--- src/rtl/ame_pkg.sv ---
// Shared types and constants for the ARM multiply execute pipeline.
package ame_pkg;

  // Encoding masks for the two multiply groups
  localparam logic [31:0] SHORT_MASK = 32'h0FC0_0090;
  localparam logic [31:0] SHORT_BITS = 32'h0000_0090;
  localparam logic [31:0] LONG_MASK  = 32'h0F80_00F0;
  localparam logic [31:0] LONG_BITS  = 32'h0080_0090;

  // Instruction bit positions
  localparam int unsigned BIT_ACC  = 21;
  localparam int unsigned BIT_SETF = 20;
  localparam int unsigned BIT_SGN  = 22;

  // Stream widths
  localparam int unsigned IN_DATA_W  = 160;
  localparam int unsigned OUT_DATA_W = 80;

  typedef enum logic [1:0] {
    KIND_SHORT,
    KIND_LONG,
    KIND_INVALID
  } kind_t;

  // Decoded operands, stage 1 to stage 2
  typedef struct packed {
    kind_t       kind;
    logic        acc;
    logic        setf;
    logic        sgn;
    logic [3:0]  idx1;
    logic [3:0]  idx2;
    logic [31:0] rm;
    logic [31:0] rs;
    logic [31:0] mid;
    logic [31:0] top;
  } dec_t;

  // Raw product and its fix-up terms, stage 2 to stage 3
  typedef struct packed {
    kind_t       kind;
    logic        setf;
    logic [3:0]  idx1;
    logic [3:0]  idx2;
    logic [63:0] prod;
    logic [32:0] corr;
    logic [63:0] addend;
  } mul_t;

  // Final 64-bit result, stage 3 to stage 4
  typedef struct packed {
    kind_t       kind;
    logic        setf;
    logic [3:0]  idx1;
    logic [3:0]  idx2;
    logic [63:0] res;
  } sum_t;

  // Result item as delivered
  typedef struct packed {
    logic        status;
    logic [3:0]  first_dest_index;
    logic [31:0] first_dest_value;
    logic        second_dest_valid;
    logic [3:0]  second_dest_index;
    logic [31:0] second_dest_value;
    logic        flags_write;
    logic        flag_negative;
    logic        flag_zero;
  } res_t;

endpackage

--- src/rtl/ame_decode.sv ---
// Stage 1: decode the instruction word and register the operands.
module ame_decode (
  input  logic               clk,
  input  logic               rst,
  input  logic               in_valid,
  output logic               in_ready,
  input  logic [31:0]        instruction,
  input  logic [31:0]        rm_value,
  input  logic [31:0]        rs_value,
  input  logic [31:0]        mid_reg_value,
  input  logic [31:0]        top_reg_value,
  output logic               out_valid,
  input  logic               out_ready,
  output ame_pkg::dec_t      out_data
);

  ame_pkg::dec_t dec_next;

  // Classify the encoding and pick destination indices
  always_comb begin
    dec_next      = '0;
    dec_next.acc  = instruction[ame_pkg::BIT_ACC];
    dec_next.setf = instruction[ame_pkg::BIT_SETF];
    dec_next.rm   = rm_value;
    dec_next.rs   = rs_value;
    dec_next.mid  = mid_reg_value;
    dec_next.top  = top_reg_value;
    unique if ((instruction & ame_pkg::SHORT_MASK) == ame_pkg::SHORT_BITS) begin
      dec_next.kind = ame_pkg::KIND_SHORT;
      dec_next.idx1 = instruction[19:16];
    end else if ((instruction & ame_pkg::LONG_MASK) == ame_pkg::LONG_BITS) begin
      dec_next.kind = ame_pkg::KIND_LONG;
      dec_next.sgn  = instruction[ame_pkg::BIT_SGN];
      dec_next.idx1 = instruction[15:12];
      dec_next.idx2 = instruction[19:16];
    end else begin
      dec_next.kind = ame_pkg::KIND_INVALID;
    end
  end

  // Advance when the slot is empty or draining
  assign in_ready = !out_valid || out_ready;

  always_ff @(posedge clk) begin
    if (rst) begin
      out_valid <= 1'b0;
    end else if (in_ready) begin
      out_valid <= in_valid;
    end
  end

  always_ff @(posedge clk) begin
    if (in_ready && in_valid) begin
      out_data <= dec_next;
    end
  end

endmodule

--- src/rtl/ame_mult.sv ---
// Stage 2: 32x32 unsigned product, signed fix-up term and accumulate operand.
module ame_mult (
  input  logic               clk,
  input  logic               rst,
  input  logic               in_valid,
  output logic               in_ready,
  input  ame_pkg::dec_t      in_data,
  output logic               out_valid,
  input  logic               out_ready,
  output ame_pkg::mul_t      out_data
);

  ame_pkg::mul_t mul_next;
  logic          is_long;
  logic [32:0]   corr_a;
  logic [32:0]   corr_b;

  assign is_long = (in_data.kind == ame_pkg::KIND_LONG);

  // Signed product = unsigned product minus (sign-weighted operands << 32)
  assign corr_a = (is_long && in_data.sgn && in_data.rm[31]) ? {1'b0, in_data.rs} : '0;
  assign corr_b = (is_long && in_data.sgn && in_data.rs[31]) ? {1'b0, in_data.rm} : '0;

  always_comb begin
    mul_next      = '0;
    mul_next.kind = in_data.kind;
    mul_next.setf = in_data.setf;
    mul_next.idx1 = in_data.idx1;
    mul_next.idx2 = in_data.idx2;
    mul_next.prod = {32'b0, in_data.rm} * {32'b0, in_data.rs};
    mul_next.corr = corr_a + corr_b;
    // Short forms add Rn, long forms add {RdHi,RdLo}
    if (in_data.acc) begin
      mul_next.addend = is_long ? {in_data.top, in_data.mid} : {32'b0, in_data.mid};
    end
  end

  assign in_ready = !out_valid || out_ready;

  always_ff @(posedge clk) begin
    if (rst) begin
      out_valid <= 1'b0;
    end else if (in_ready) begin
      out_valid <= in_valid;
    end
  end

  always_ff @(posedge clk) begin
    if (in_ready && in_valid) begin
      out_data <= mul_next;
    end
  end

endmodule

--- src/rtl/ame_accum.sv ---
// Stage 3: apply the signed fix-up and add the accumulate operand.
module ame_accum (
  input  logic               clk,
  input  logic               rst,
  input  logic               in_valid,
  output logic               in_ready,
  input  ame_pkg::mul_t      in_data,
  output logic               out_valid,
  input  logic               out_ready,
  output ame_pkg::sum_t      out_data
);

  ame_pkg::sum_t sum_next;

  // Fix-up lands in the high word only; its carry out of bit 63 drops
  always_comb begin
    sum_next      = '0;
    sum_next.kind = in_data.kind;
    sum_next.setf = in_data.setf;
    sum_next.idx1 = in_data.idx1;
    sum_next.idx2 = in_data.idx2;
    sum_next.res  = in_data.prod + in_data.addend - {in_data.corr[31:0], 32'b0};
  end

  assign in_ready = !out_valid || out_ready;

  always_ff @(posedge clk) begin
    if (rst) begin
      out_valid <= 1'b0;
    end else if (in_ready) begin
      out_valid <= in_valid;
    end
  end

  always_ff @(posedge clk) begin
    if (in_ready && in_valid) begin
      out_data <= sum_next;
    end
  end

endmodule

--- src/rtl/ame_flags.sv ---
// Stage 4: form N/Z flags, mask unused fields and hold the result item.
module ame_flags (
  input  logic               clk,
  input  logic               rst,
  input  logic               in_valid,
  output logic               in_ready,
  input  ame_pkg::sum_t      in_data,
  output logic               out_valid,
  input  logic               out_ready,
  output ame_pkg::res_t      out_data
);

  ame_pkg::res_t res_next;
  logic          lo_zero;
  logic          hi_zero;

  assign lo_zero = (in_data.res[31:0] == '0);
  assign hi_zero = (in_data.res[63:32] == '0);

  // Build the result item by kind
  always_comb begin
    res_next = '0;
    unique case (in_data.kind)
      ame_pkg::KIND_SHORT: begin
        res_next.first_dest_index = in_data.idx1;
        res_next.first_dest_value = in_data.res[31:0];
        if (in_data.setf) begin
          res_next.flags_write   = 1'b1;
          res_next.flag_negative = in_data.res[31];
          res_next.flag_zero     = lo_zero;
        end
      end
      ame_pkg::KIND_LONG: begin
        res_next.first_dest_index  = in_data.idx1;
        res_next.first_dest_value  = in_data.res[31:0];
        res_next.second_dest_valid = 1'b1;
        res_next.second_dest_index = in_data.idx2;
        res_next.second_dest_value = in_data.res[63:32];
        if (in_data.setf) begin
          res_next.flags_write   = 1'b1;
          res_next.flag_negative = in_data.res[63];
          res_next.flag_zero     = lo_zero && hi_zero;
        end
      end
      default: begin
        res_next.status = 1'b1;
      end
    endcase
  end

  assign in_ready = !out_valid || out_ready;

  always_ff @(posedge clk) begin
    if (rst) begin
      out_valid <= 1'b0;
    end else if (in_ready) begin
      out_valid <= in_valid;
    end
  end

  always_ff @(posedge clk) begin
    if (in_ready && in_valid) begin
      out_data <= res_next;
    end
  end

endmodule

--- src/rtl/arm_multiply_execute_core.sv ---
// Top level of the ARM multiply execute pipeline.
//
//   Channel   Dir  Handshake                      Payload
//   s_axis    in   s_axis_tvalid / s_axis_tready  instruction + four register values
//   m_axis    out  m_axis_tvalid / m_axis_tready  destinations, values, flags; status
//
// Four register stages: decode, 32x32 multiply, fix-up and accumulate, flags.
// One item per cycle sustained while m_axis_tready is high.
// Each stage holds its item while the next is full and stalled, and takes a new one
// as soon as its own slot empties, so bubbles close up under back-pressure.
// Synchronous reset clears only the stage valid bits.
module arm_multiply_execute_core (
  input  logic                               clk,
  input  logic                               rst,
  input  logic                               s_axis_tvalid,
  output logic                               s_axis_tready,
  // instruction, rm_value, rs_value, mid_reg_value, top_reg_value (32 bits each)
  input  logic [ame_pkg::IN_DATA_W-1:0]      s_axis_tdata,
  output logic                               m_axis_tvalid,
  input  logic                               m_axis_tready,
  // first_dest_index, first_dest_value, second_dest_valid, second_dest_index,
  // second_dest_value, flags_write, flag_negative, flag_zero, 4 zero pad bits
  output logic [ame_pkg::OUT_DATA_W-1:0]     m_axis_tdata,
  // status
  output logic [0:0]                         m_axis_tuser
);

  logic          dec_valid;
  logic          dec_ready;
  ame_pkg::dec_t dec_data;
  logic          mul_valid;
  logic          mul_ready;
  ame_pkg::mul_t mul_data;
  logic          sum_valid;
  logic          sum_ready;
  ame_pkg::sum_t sum_data;
  ame_pkg::res_t res_data;

  ame_decode u_decode (
    .clk           (clk),
    .rst           (rst),
    .in_valid      (s_axis_tvalid),
    .in_ready      (s_axis_tready),
    .instruction   (s_axis_tdata[31:0]),
    .rm_value      (s_axis_tdata[63:32]),
    .rs_value      (s_axis_tdata[95:64]),
    .mid_reg_value (s_axis_tdata[127:96]),
    .top_reg_value (s_axis_tdata[159:128]),
    .out_valid     (dec_valid),
    .out_ready     (dec_ready),
    .out_data      (dec_data)
  );

  ame_mult u_mult (
    .clk       (clk),
    .rst       (rst),
    .in_valid  (dec_valid),
    .in_ready  (dec_ready),
    .in_data   (dec_data),
    .out_valid (mul_valid),
    .out_ready (mul_ready),
    .out_data  (mul_data)
  );

  ame_accum u_accum (
    .clk       (clk),
    .rst       (rst),
    .in_valid  (mul_valid),
    .in_ready  (mul_ready),
    .in_data   (mul_data),
    .out_valid (sum_valid),
    .out_ready (sum_ready),
    .out_data  (sum_data)
  );

  ame_flags u_flags (
    .clk       (clk),
    .rst       (rst),
    .in_valid  (sum_valid),
    .in_ready  (sum_ready),
    .in_data   (sum_data),
    .out_valid (m_axis_tvalid),
    .out_ready (m_axis_tready),
    .out_data  (res_data)
  );

  // Pack the result item onto the stream
  assign m_axis_tdata = {
    4'b0,
    res_data.flag_zero,
    res_data.flag_negative,
    res_data.flags_write,
    res_data.second_dest_value,
    res_data.second_dest_index,
    res_data.second_dest_valid,
    res_data.first_dest_value,
    res_data.first_dest_index
  };
  assign m_axis_tuser = res_data.status;

endmodule
--- config.mk ---
export PLATFORM = sky130hd
export DESIGN_NAME = arm_multiply_execute_core
export DESIGN_NICKNAME = d
export VERILOG_FILES = /design/src/rtl/ame_pkg.sv /design/src/rtl/ame_decode.sv /design/src/rtl/ame_mult.sv /design/src/rtl/ame_accum.sv /design/src/rtl/ame_flags.sv /design/src/rtl/arm_multiply_execute_core.sv
export SDC_FILE = /design/constraint.sdc
export NUM_CORES = 2
export LEC_CHECK = 0
export BUFFER_PORTS_ARGS = -buffer_cell sky130_fd_sc_hd__buf_2
export CAP_MARGIN = 25
export CORE_MARGIN = 1
export CORE_UTILIZATION = 40
export DETAILED_ROUTE_END_ITERATION = 8
export HOLD_SLACK_MARGIN = 0.15
export PLACE_DENSITY = 0.67
export SYNTH_ARGS = -nofsm -noshare
export SYNTH_HDL_FRONTEND = slang
export SYNTH_SLANG_ARGS = --single-unit
--- constraint.sdc ---
create_clock -name clk -period 25.9 [get_ports clk]
set_input_delay 3.885 -clock clk [delete_from_list [all_inputs] [get_ports clk]]
set_output_delay 3.885 -clock clk [all_outputs]
set_load 0.05 [all_outputs]
* Yosys cells after proc, flatten, opt, wreduce, memory -nomap -nowiden
Cells that the tools add are included.
** Storage, ports and cells
- Register bits :: 468
- Input bits :: 164
- Output and inout bits :: 83
- Word-level logic and storage cells :: 77
** Operators by class
- $add $sub $neg :: 3
- Multiply operators :: 1
- Equal/unequal tests :: 4
- Mux-type cells :: 10
- Bitwise operators :: 1
- Reductions and logical operators :: 22
** Operators with widths (number)
- 64-bit adder :: 1
- 32-bit logical NOT :: 2
- 32-bit by 32-bit multiplier with 64-bit output :: 1
- 32-bit two-way mux :: 2
- 64-bit subtractor :: 1
- 37-bit two-way mux :: 1
- 32-bit adder :: 1
- 9-bit by 5-bit equality test with 1-bit output, second input constant :: 1
- 8-bit by 2-bit equality test with 1-bit output, second input constant :: 1
- 1-bit logical AND :: 8
- 8-bit two-way mux :: 1
- 3-bit two-way mux :: 2
- 3-bit one-hot mux with 2 select lines :: 1
- 2-bit by 1-bit equality test with 1-bit output, second input constant :: 2
- 1-bit logical NOT :: 4
- 1-bit logical OR :: 4
- 4-bit two-way mux :: 1
- 2-bit OR reduction :: 2
- 2-bit logical NOT :: 1
- 2-bit two-way mux :: 1
- 2-bit AND reduction :: 1
- 1-bit two-way mux :: 1
- 1-bit inverter :: 1

* Logic depth before layout (Yosys ltp)
- Word-level depth :: 6
- Gate-level depth with buffers :: 30
- Depth with buffers taken out :: 28

* Cells and area by module
From an unflattened synthesis, not the netlist that was laid out.
** Second synthesis, totals
- Cell total of the unflattened synthesis :: 5526
- Area total of the unflattened synthesis :: 56553.0 µm²
** Modules (own cells, without submodules)
- ame_mult :: times used 1, cells each 4242, area each 41050.6 µm², sequential area each 5185.0 µm²
- ame_accum :: times used 1, cells each 912, area each 7880.1 µm², sequential area each 2272.2 µm²
- ame_decode :: times used 1, cells each 177, area each 4541.9 µm², sequential area each 4254.1 µm²
- ame_flags :: times used 1, cells each 190, area each 3046.7 µm², sequential area each 2332.2 µm²
- arm_multiply_execute_core :: times used 1, cells each 5, area each 33.8 µm², sequential area each 0.0 µm²

* Worst setup path before layout
Ideal clock, no wire load.
- Kind :: input port to flip-flop
- Start :: input m_axis_tready
- End :: register u_mult.out_data[0] (netlist name) (enable)
- Library setup time :: 0.725 ns
- Arrival :: 11.724 ns
- Required time :: 25.175 ns
- Path slack :: 13.451 ns
- Stages :: 3
- Path buffers :: 0
- Cells stage by stage :: nor2b_1 -> and3_1 -> nor2b_1
** Between the ends
- Longest elaborated chain between the ends :: 4
** RTL lines
- from (decl) :: line arm_multiply_execute_core.sv:20 : input logic m_axis_tready,
- 1-bit logical OR :: line ame_flags.sv:51 : assign in_ready = !out_valid || out_ready;
- 1-bit logical OR :: line ame_accum.sv:25 : assign in_ready = !out_valid || out_ready;
- 1-bit logical OR :: line ame_mult.sv:38 : assign in_ready = !out_valid || out_ready;
- 1-bit logical AND :: line ame_mult.sv:49 : if (in_ready && in_valid) begin
- to (signal assigned) :: line ame_mult.sv:50 : out_data <= mul_next;
- to (decl) :: line ame_mult.sv:10 : output ame_pkg::mul_t out_data
No other way between the ends.
A chain may end at the register's enable or synchronous reset.

* Final worst setup path
- Start :: input m_axis_tready
- End :: output s_axis_tready
** Between the ends
- Longest elaborated chain between the ends :: 4
** RTL lines
- 1-bit logical OR :: line ame_flags.sv:51
- 1-bit logical OR :: line ame_accum.sv:25
- 1-bit logical OR :: line ame_mult.sv:38
- 1-bit logical OR :: line ame_decode.sv:42 : assign in_ready = !out_valid || out_ready;
- to (decl) :: line arm_multiply_execute_core.sv:16 : output logic s_axis_tready,
No other way between the ends.

==> metrics.md <==
| Metric | Value |
|---|---|
| Via Count | ~38000 |
| Status | complete, no violations |
| Clk slew on worst S/H paths | roughly 0.060 ns |
| Vias per cell | ~5.1 |
| Max capacitance violation total | 0 |
| Post-synth EDFFs | around 460 |
| Placeable Area | 139500 µm² |
| Relative slew slack | between 30% and 40% |
| CP Launch Type | primary input |
| Wirelength per Cell | roughly 20 µm |
| Largest net degree at the start of global routing | slightly below 80 |
| I/O pin count | 247 |
| Ys Warns | 0 |
| Setup TNS | 0 ns |
| 1st-iter DRT viols | between 3000 and 4000 |
| Die area | 142100 µm² |
| Hold Crit Depth | 0 |
| Final core occ | about 44% |
| CP Class | primary input to output pin |
| WP data required | between 20 and 25 ns |
| Number of buffers created by CTS | 56 |
| Syn_area_per_cell | around 10 µm² |
| Synth Flop Type | edfxtp_1 |
| Initial Utilization | 40.31% |
| Distinct cells, synth | 81 |
| Cells after synthesis | between 5000 and 6000 |
| Antenna viol nets, final | 0 |
| Final nets | 7074 |
| Drt first pass iters | 6 |
| Post-route DRC | 0 |
| Worst Skew | 0.05239 ns |
| Final GP Congestion | 0.8887 |
| Clock buffer depth | 3 |
| Dpl cell area | approximately 59000 µm² |
| Worst Tran Pin Value | around 1 ns |
| Worst min-delay path class | flop to flop |
| Final hold violations | 0 |
| Setup Fix Bufs, Post-CTS | 0 |
| Reg area | 14010 µm² |
| Final worst slack | about 17 ns |
| Final instance area | around 61000 µm² |
| Area Growth Syn to Fin | 8.812% |
| Final setup viols | 0 |
| FF+latch count, synth | 468 |
| Max Clk Rate | ~110 MHz |
| Clk root buf | clkbuf_16 |
| Clk sinks | 468 |
| Post-synth ARST share | 0% |
| Post-CTS sizing | 0 |
| CTS tree | done |
| H-Tree Depth | 2 |
| CP max FO | 5 |
| Seq/Total Area, Yosys | between 20% and 30% |
| Initial antenna violation count | 20 |
| Post-CTS Hold Fix Bufs | 0 |
| Detailed placement HPWL | between 100000 and 150000 µm |
| Final wirelength | ~150000 µm |
| R2R depth | 27 |
| Die width | 377.0 µm |
| GRT Util Overall | between 20% and 30% |
| Rows | roughly 140 |
| Worst skew pair latency | a little under 0.7 ns |
| Global-route wire length before repair | between 200000 and 250000 µm |
| Filler instances | 13412 |
| Worst EP arrival | a little over 5 ns |
| I/O Buffers | 230 |
| Vias in the first global route | 39805 |
| Grt ovf | 0 |
| Syn Std Cell Area | 56240 µm² |
| Worst reg2reg setup slack | approximately 18 ns |
| Pre-CTS WS | approximately 17 ns |
| Final min period | approximately 9 ns |
| Ratio of cells with drive above 1 in the final layout | around 7.6% |
| Multi-input logic area | approximately 37000 µm² |
| Fin crit share | about a third |
| RSZ-0062 raised after global routing | no |
| Die height | 377.0 µm |
| Crit. End Element | output pin |
| Slew Limit Fails | 0 |
==> metrics by stage <==
stage / hold slack [ns] / instances
2_1_floorplan: 0.4003 / 5511
3_3_place_gp: 0.4037 / 7411
3_5_place_dp: 0.4045 / 7412
4_1_cts: 0.4191 / 7515
5_1_grt: 0.4239 / 7515
6_report: 0.4141 / 7520
==> sequential cells by signal, summed over array words and instances (netlist names) <==
register            flops
u_mult.out_data       171
u_flags.out_data       77
u_flags.out_valid       1
u_accum.out_valid       1
u_accum.out_data       75
u_decode.out_valid      1
u_decode.out_data     141
u_mult.out_valid        1
==> cells in the mapped netlist (all sizes together), types with 17 or more instances <==
| cell | n | area share, % |
|---|---|---|
| and2 | 743 | 8.3 |
| fa | 928 | 33 |
| o21a | 17 | 0.23 |
| nor4 | 22 | 0.24 |
| nor2b | 66 | 0.73 |
| a21o | 108 | 1.4 |
| o21bai | 22 | 0.29 |
| edfxtp | 464 | 25 |
| nand2 | 522 | 3.5 |
| ha | 388 | 8.6 |
| a21oi | 172 | 1.5 |
| nor3 | 17 | 0.15 |
| xnor2 | 95 | 1.5 |
| nand3 | 22 | 0.20 |
| nor2 | 89 | 0.61 |
| and3 | 55 | 0.61 |
| nand4 | 49 | 0.55 |
| o21ai | 78 | 0.71 |
| clkbuf | 263 | 1.8 |
| inv | 1162 | 7.8 |
| xor2 | 54 | 0.84 |
| buf | 17 | 0.18 |
==> critical path, stage by stage <==
cell     delay, ns
buf_2         0.10
nor2b_1       0.43
and3_1        0.39
nand2_1       0.12
buf_2         0.22
==> cell families after synthesis <==
kind of cell	after synthesis	share of synthesized area [%]
fa+ha+maj	1316	41.66
flops	468	24.92
other cells	1	0.006667
xor+xnor	149	2.320
compound gates	504	6.000
simple gates	1627	15.38
buf+inv	1442	9.695
mux	1	0.01780
==> area by class of cell <==
type	count	share of cell area (%)
flip-flops and latches	468	22.90
repair buffers	305	2.834
multi-input cells	3601	60.19
diodes	5	0.02044
inverters	1162	7.127
clock buffers	63	2.333
clock inverters	40	0.7605
well taps	1876	3.835
==> cells in the final DEF, fill, tap and decap left out, types with 62 or more instances in the layout <==
| cell type | n |
|---|---|
| nand2_1 | 522 |
| ha_1 | 388 |
| buf_4 | 74 |
| inv_1 | 1162 |
| nor2_1 | 88 |
| buf_2 | 230 |
| a21oi_1 | 169 |
| nor2b_1 | 62 |
| a21o_1 | 107 |
| xnor2_1 | 95 |
| fa_1 | 928 |
| edfxtp_1 | 464 |
| and2_1 | 743 |
==> per-layer routing <==
metal	track usage, %	part of all wire [%]	vias up
li1	-	-	17167
met4	4.564	2.0	16
met2	34.01	46	1455
met5	0	0.071	-
met1	28.84	43	19202
met3	4.458	8.6	200
==> worst paths after layout <==
check	from	end
max reg2reg	u_decode.out_data[109]$_DFFE_PP_	u_mult.out_data[158]$_DFFE_PP_
min	u_decode.out_data[137]$_DFFE_PP_	u_mult.out_data[169]$_DFFE_PP_
max	m_axis_tready	s_axis_tready
min reg2reg	u_decode.out_data[137]$_DFFE_PP_	u_mult.out_data[169]$_DFFE_PP_
Power is not shown: default switching activity piles up to over one toggle a cycle in this logic, so the estimate is an artifact.
